===== config.mk =====
export PLATFORM = sky130hd
export DESIGN_NAME = tte_probe
export DESIGN_NICKNAME = d
export VERILOG_FILES = /design/src/rtl/core/tte_pkg.sv /design/src/rtl/core/tte_probe.sv
export SDC_FILE = /design/constraint.sdc
export NUM_CORES = 1
export LEC_CHECK = 0
export ABC_AREA = 1
export BUFFER_PORTS_ARGS = -buffer_cell sky130_fd_sc_hd__buf_2
export CORE_AREA = 2 2 179 181
export DETAILED_ROUTE_END_ITERATION = 10
export DIE_AREA = 0 0 181 183
export GPL_TIMING_DRIVEN = 1
export PLACE_DENSITY = 0.51
export SETUP_SLACK_MARGIN = 0.05
export SYNTH_ARGS = -nofsm -noshare
export SYNTH_HDL_FRONTEND = slang
export SYNTH_SLANG_ARGS = --single-unit

===== constraint.sdc =====
create_clock -name vclk -period 6.7
set_input_delay 1.005 -clock vclk [all_inputs]
set_output_delay 1.005 -clock vclk [all_outputs]
set_load 0.02 [all_outputs]

===== src/rtl/core/tte_pkg.sv =====
// ----------------------------------------------------------------------------
// tte_pkg
// Shared types and constants for the transposition table engine.
// ----------------------------------------------------------------------------
package tte_pkg;

    localparam int TABLE_ENTRIES = 4096;
    localparam int IDX_W         = $clog2(TABLE_ENTRIES);

    localparam int KEY_W   = 64;
    localparam int DEPTH_W = 4;
    localparam int SCORE_W = 64;
    localparam int KIND_W  = 2;

    localparam int S_TDATA_W = 264;
    localparam int M_TDATA_W = 72;

    // stored bound kinds
    localparam logic [KIND_W-1:0] KIND_EXACT = 2'd0;
    localparam logic [KIND_W-1:0] KIND_UPPER = 2'd1;
    localparam logic [KIND_W-1:0] KIND_LOWER = 2'd2;

    // operation select
    localparam logic FUNC_LOOKUP = 1'b0;
    localparam logic FUNC_STORE  = 1'b1;

    typedef struct packed {
        logic                      func;
        logic [KEY_W-1:0]          key;
        logic [DEPTH_W-1:0]        depth;
        logic signed [SCORE_W-1:0] alpha;
        logic signed [SCORE_W-1:0] beta;
        logic signed [SCORE_W-1:0] score;
        logic [KIND_W-1:0]         bound_type;
    } item_t;

    typedef struct packed {
        logic [KEY_W-1:0]          key;
        logic [DEPTH_W-1:0]        depth;
        logic signed [SCORE_W-1:0] score;
        logic [KIND_W-1:0]         kind;
    } entry_t;

    localparam int ENTRY_W = $bits(entry_t);

    typedef struct packed {
        logic                      found;
        logic signed [SCORE_W-1:0] value;
        logic                      written;
    } result_t;

    typedef enum logic [1:0] {
        ST_CLEAR,
        ST_IDLE,
        ST_EVAL
    } state_t;

endpackage


===== src/rtl/core/tte_probe.sv =====
// ----------------------------------------------------------------------------
// tte_probe
// Compares the resident entry against the request; decides hit, returned
// value and whether a store replaces the entry.
// ----------------------------------------------------------------------------
module tte_probe import tte_pkg::*; (
    input  item_t   item,
    input  entry_t  entry,
    output result_t result,
    output logic    replace
);

    logic key_hit;
    logic le_alpha;
    logic ge_beta;

    assign key_hit  = (entry.key == item.key) && (entry.depth >= item.depth);
    assign le_alpha = (entry.score <= item.alpha);
    assign ge_beta  = (entry.score >= item.beta);

    // depth-preferred: replace unless the resident entry is deeper
    assign replace = (item.func == FUNC_STORE) && (entry.depth <= item.depth);

    always_comb begin
        result.found   = 1'b0;
        result.value   = '0;
        result.written = replace;
        if (item.func == FUNC_LOOKUP && key_hit) begin
            case (entry.kind)
                KIND_EXACT: begin
                    result.found = 1'b1;
                    result.value = entry.score;
                end
                KIND_UPPER: begin
                    if (le_alpha) begin
                        result.found = 1'b1;
                        result.value = item.alpha;
                    end
                end
                KIND_LOWER: begin
                    if (ge_beta) begin
                        result.found = 1'b1;
                        result.value = item.beta;
                    end
                end
                default: begin
                    result.found = 1'b0;
                end
            endcase
        end
    end

endmodule


# After elaboration in Yosys (flattened, before gate mapping)
# Cells that the tools add are included.
# op_classes
magnitude_cmp	4
eq_ne	3
n_mux	5
bitwise_logic	1
n_reduce_logical	4
# op_table
operator	n
$mux 65	3
$pmux 64 s3	1
$eq 64x64->1	1
$ge 64x64->1	1
$le 64x64->1	1
$ge 4x4->1	1
$le 4x4->1	1
$logic_and 1x1->1	3
$pmux 1 s3	1
$eq 2x1->1 const B	1
$eq 2x2->1 const B	1
$logic_not 2->1	1
$not 1->1	1
# totals
register_bits	0
inputBits	397
output_inout_bits	67
word_cells	17

# Logic depth before layout (Yosys ltp)
# depth
word_depth	4
depth_mapped	21
depth_no_buf	19

# Least setup slack after synthesis
# No wires, ideal clock.
# synth_timing
path_kind	in2out
startpoint	input port item[193] (netlist name)
endpoint	output port result[16] (netlist name)
arrival_time_ns	2.737
required_ns	5.695
setup_slack_ns	2.958
path_stages	18
path_buffers	2
cell_sequence	inv_1 > ha_1 > nand2_1 > inv_1 > nand3_2 > nor3_2 > inv_2 > nor3_2 > nand2_1 > nand2_1 > nand2_1 > nand3_2 > buf_12 > buf_12 > nand3_2 > nand3_1 > nand2_1 > inv_1
# synth_lines
item	line_no	text
start, declared	tte_probe.sv:7	input item_t item,
end, declared	tte_probe.sv:9	output result_t result,

==> results_dict.tcl <==
set metrics [dict create \
    drive_gt1_share_pct 31.3 \
    hold_ws_ns 2.46 \
    grt_pass1_vias 8647 \
    combPwrFrac_pct 100.0 \
    min_from "item[181]" \
    dieArea_um2 33100 \
    postCtsSetupRepairBufs 0 \
    end_kind "output port" \
    grt-ovfl-total 0 \
    start_util_pct 21.9 \
    cp.required_ns 5.69 \
    syn_area_um2 6840 \
    power_frac_seq_pct 0 \
    postSynthNetCount 1715 \
    nNetsFinal 2082 \
    drc 0 \
    maxCapViolCount 0 \
    antenna_left 0 \
    rows 65 \
    routed_wirelength_um 28500 \
    avgViaCountPerCell 4.46 \
    synth_area_per_cell_um2 5.76 \
    rsz0062_at_grt "false" \
    power.density_nw_per_um2 57.8 \
    dp_hpwl_um 24700 \
    run_status "finished, final reports clean" \
    final_max_slew_viol_count 0 \
    dr.pass1.iters 4 \
    first_iter_violations 294 \
    worstSetupPathType "primary input to output port" \
    nClkBuffers 0 \
    wl_met3_um 1550 \
    ir_drop_v 0.0000464 \
    die_h_um 183 \
    synthMuxAreaShare_pct 0 \
    dr_wl_met2_um 14700 \
    synth_area_leaders "ha_1 24%, nand2_1 17%, inv_1 15%" \
    grtUsageTotal_pct 16.3 \
    period_needed_ns 5.13 \
    finalWeightedCongestion 0.819 \
    vias 8732 \
    hold_viol_final 0 \
    synth-adder-area-share_pct 24.2 \
    seq_cells 0 \
    synth_top_family_by_area "simple AND/OR/NAND/NOR gates" \
    fill_cells 3667 \
    io_pins 464 \
    yosysWarnings 0 \
    antenna_found_initial 8 \
    setup_viol 0 \
    hp-class "primary input to output port" \
    syn_inst 1186 \
    grt_pass1_wl_um 43700 \
    pwr-share-clk_pct 0 \
    fin_tns_setup_ns 0 \
    area_growth_pct 33.4 \
    p_int_uw 212 \
    yosysSeqAreaShare_pct 0 \
    synth_top_area_cell "ha_1" \
    synth_xor_area_share_pct 2.31 \
    worstHoldPathCells 6 \
    max_freq_mhz 195 \
    synth_compound_area_share_pct 10.5 \
    arrival_ns 4.13 \
    fin_crit_sh_pct 76.6 \
    crit_path_start_kind "primary input" \
    core_um2 31200 \
    swShare_pct 59.8 \
    ys_types 38 \
    io_buffers 398 \
    hold_buffers 0 \
    yosys.area_share.simple_pct 42.9 \
    synth_top_area_share_pct 24.2 \
    cellLeakagePower_uw 0.00592 \
    wl_met1_um 11600 \
    die_width_um 181 \
    top_layer "met5" \
    fin_util_pct 29.2 \
    tightest_slew_ns 0.960 \
    crit_fanout 46 \
    wire_per_inst_um 14.6 \
    grt_max_degree 66 \
    whs_endpoint "result[52]" \
    cts_resized 0 \
    p_sw_uw 315 \
    regArea_um2 0 \
    max_slew_margin_pct 35.3 \
]
## routing by layer
metal  track usage [%]  vias up
met2              32.5      294
li1                  -     4528
met4              3.22        8
met3              1.99       34
met1              18.5     3868
met5                 0        -
## stage by stage
stage / std cells / total power [µW] / worst slack, ns / area, µm²
floorplan: 1186 / 338 / 2.96 / 6840
CTS: 1953 / 534 / 1.52 / 9110
finish: 1956 / 527 / 1.57 / 9120
global placement: 1953 / 524 / 1.58 / 9110
detailed placement: 1953 / 532 / 1.53 / 9110
global route: 1955 / 597 / 1.28 / 9120
## power by group through the flow
stage | clock [µW] | combinational (µW) | sequential [µW]
finish | 0.0000599 | 527 | 0
global route | 0.0000399 | 597 | 0
CTS | 0 | 534 | 0
detailed placement | 0 | 532 | 0
global placement | 0 | 524 | 0
floorplan | 0 | 338 | 0
## worst max-delay path by stage
stage | start | end | depth (start not counted)
2_1_floorplan | item[193] | result[16] | 18
3_3_place_gp | item[97] | result[25] | 18
3_5_place_dp | item[97] | result[25] | 18
4_1_cts | item[97] | result[25] | 18
5_1_grt | item[89] | result[25] | 18
6_report | item[129] | result[25] | 17
## cell families (layout without fill, tap and decap cells)
family,Yosys count,in the layout
AO/OA/AOI/OAI,121,121
XOR/XNOR,18,18
adder cells (fa/ha/maj),132,132
buffers and inverters,317,682
other,0,3
AND/OR/NAND/NOR,598,598
## Yosys cell counts, types with 7 or more instances
| cell | number |
|---|---|
| clkbuf_1 | 13 |
| nor4_1 | 8 |
| inv_1 | 275 |
| a21oi_1 | 55 |
| nand3_2 | 63 |
| buf_2 | 9 |
| a22o_1 | 9 |
| o22ai_1 | 12 |
| xor2_1 | 8 |
| ha_1 | 132 |
| buf_4 | 7 |
| nand3_1 | 144 |
| o21ai_0 | 21 |
| nand2_1 | 303 |
| nor2_1 | 49 |
| xnor2_1 | 10 |
| nand4_1 | 13 |
## final cells by class
cell class | instances | area [µm²] | area share [%]
multi-input cells | 869 | 5510 | 60.4
diodes | 3 | 7.51 | 0.0823
well taps | 402 | 503 | 5.52
inverters | 276 | 1040 | 11.4
repair buffers | 406 | 2060 | 22.6
## critical path, cell delays in order
cell	delay [ns]
buf_2	0.10
inv_1	0.04
ha_1	0.37
nand2_1	0.11
nor2_2	0.12
nand2_1	0.09
nor2_1	0.26
nor3b_2	0.27
nand2_1	0.10
nand3_1	0.12
nand3_4	0.57
buf_4	0.48
nand3_1	0.10
nand3_1	0.11
nand2_1	0.08
inv_1	0.04
buf_2	0.15
## layout by cell type, fill, tap and decap left out, drive strengths merged
master	n
nand3b	1
inv	276
o2111ai	1
o21a	6
xor2	8
nand2	303
nor2	50
a22oi	2
o21ai	22
a31oi	1
nor3b	1
xnor2	10
or4	1
nor3	5
o22ai	12
nor4	8
o221ai	1
o21bai	2
buf	406
diode	3
a21oi	55
nand3	207
a221oi	5
a21o	5
or2	9
nand4	13
ha	132
a22o	9
(Power assumes the default switching activity.)
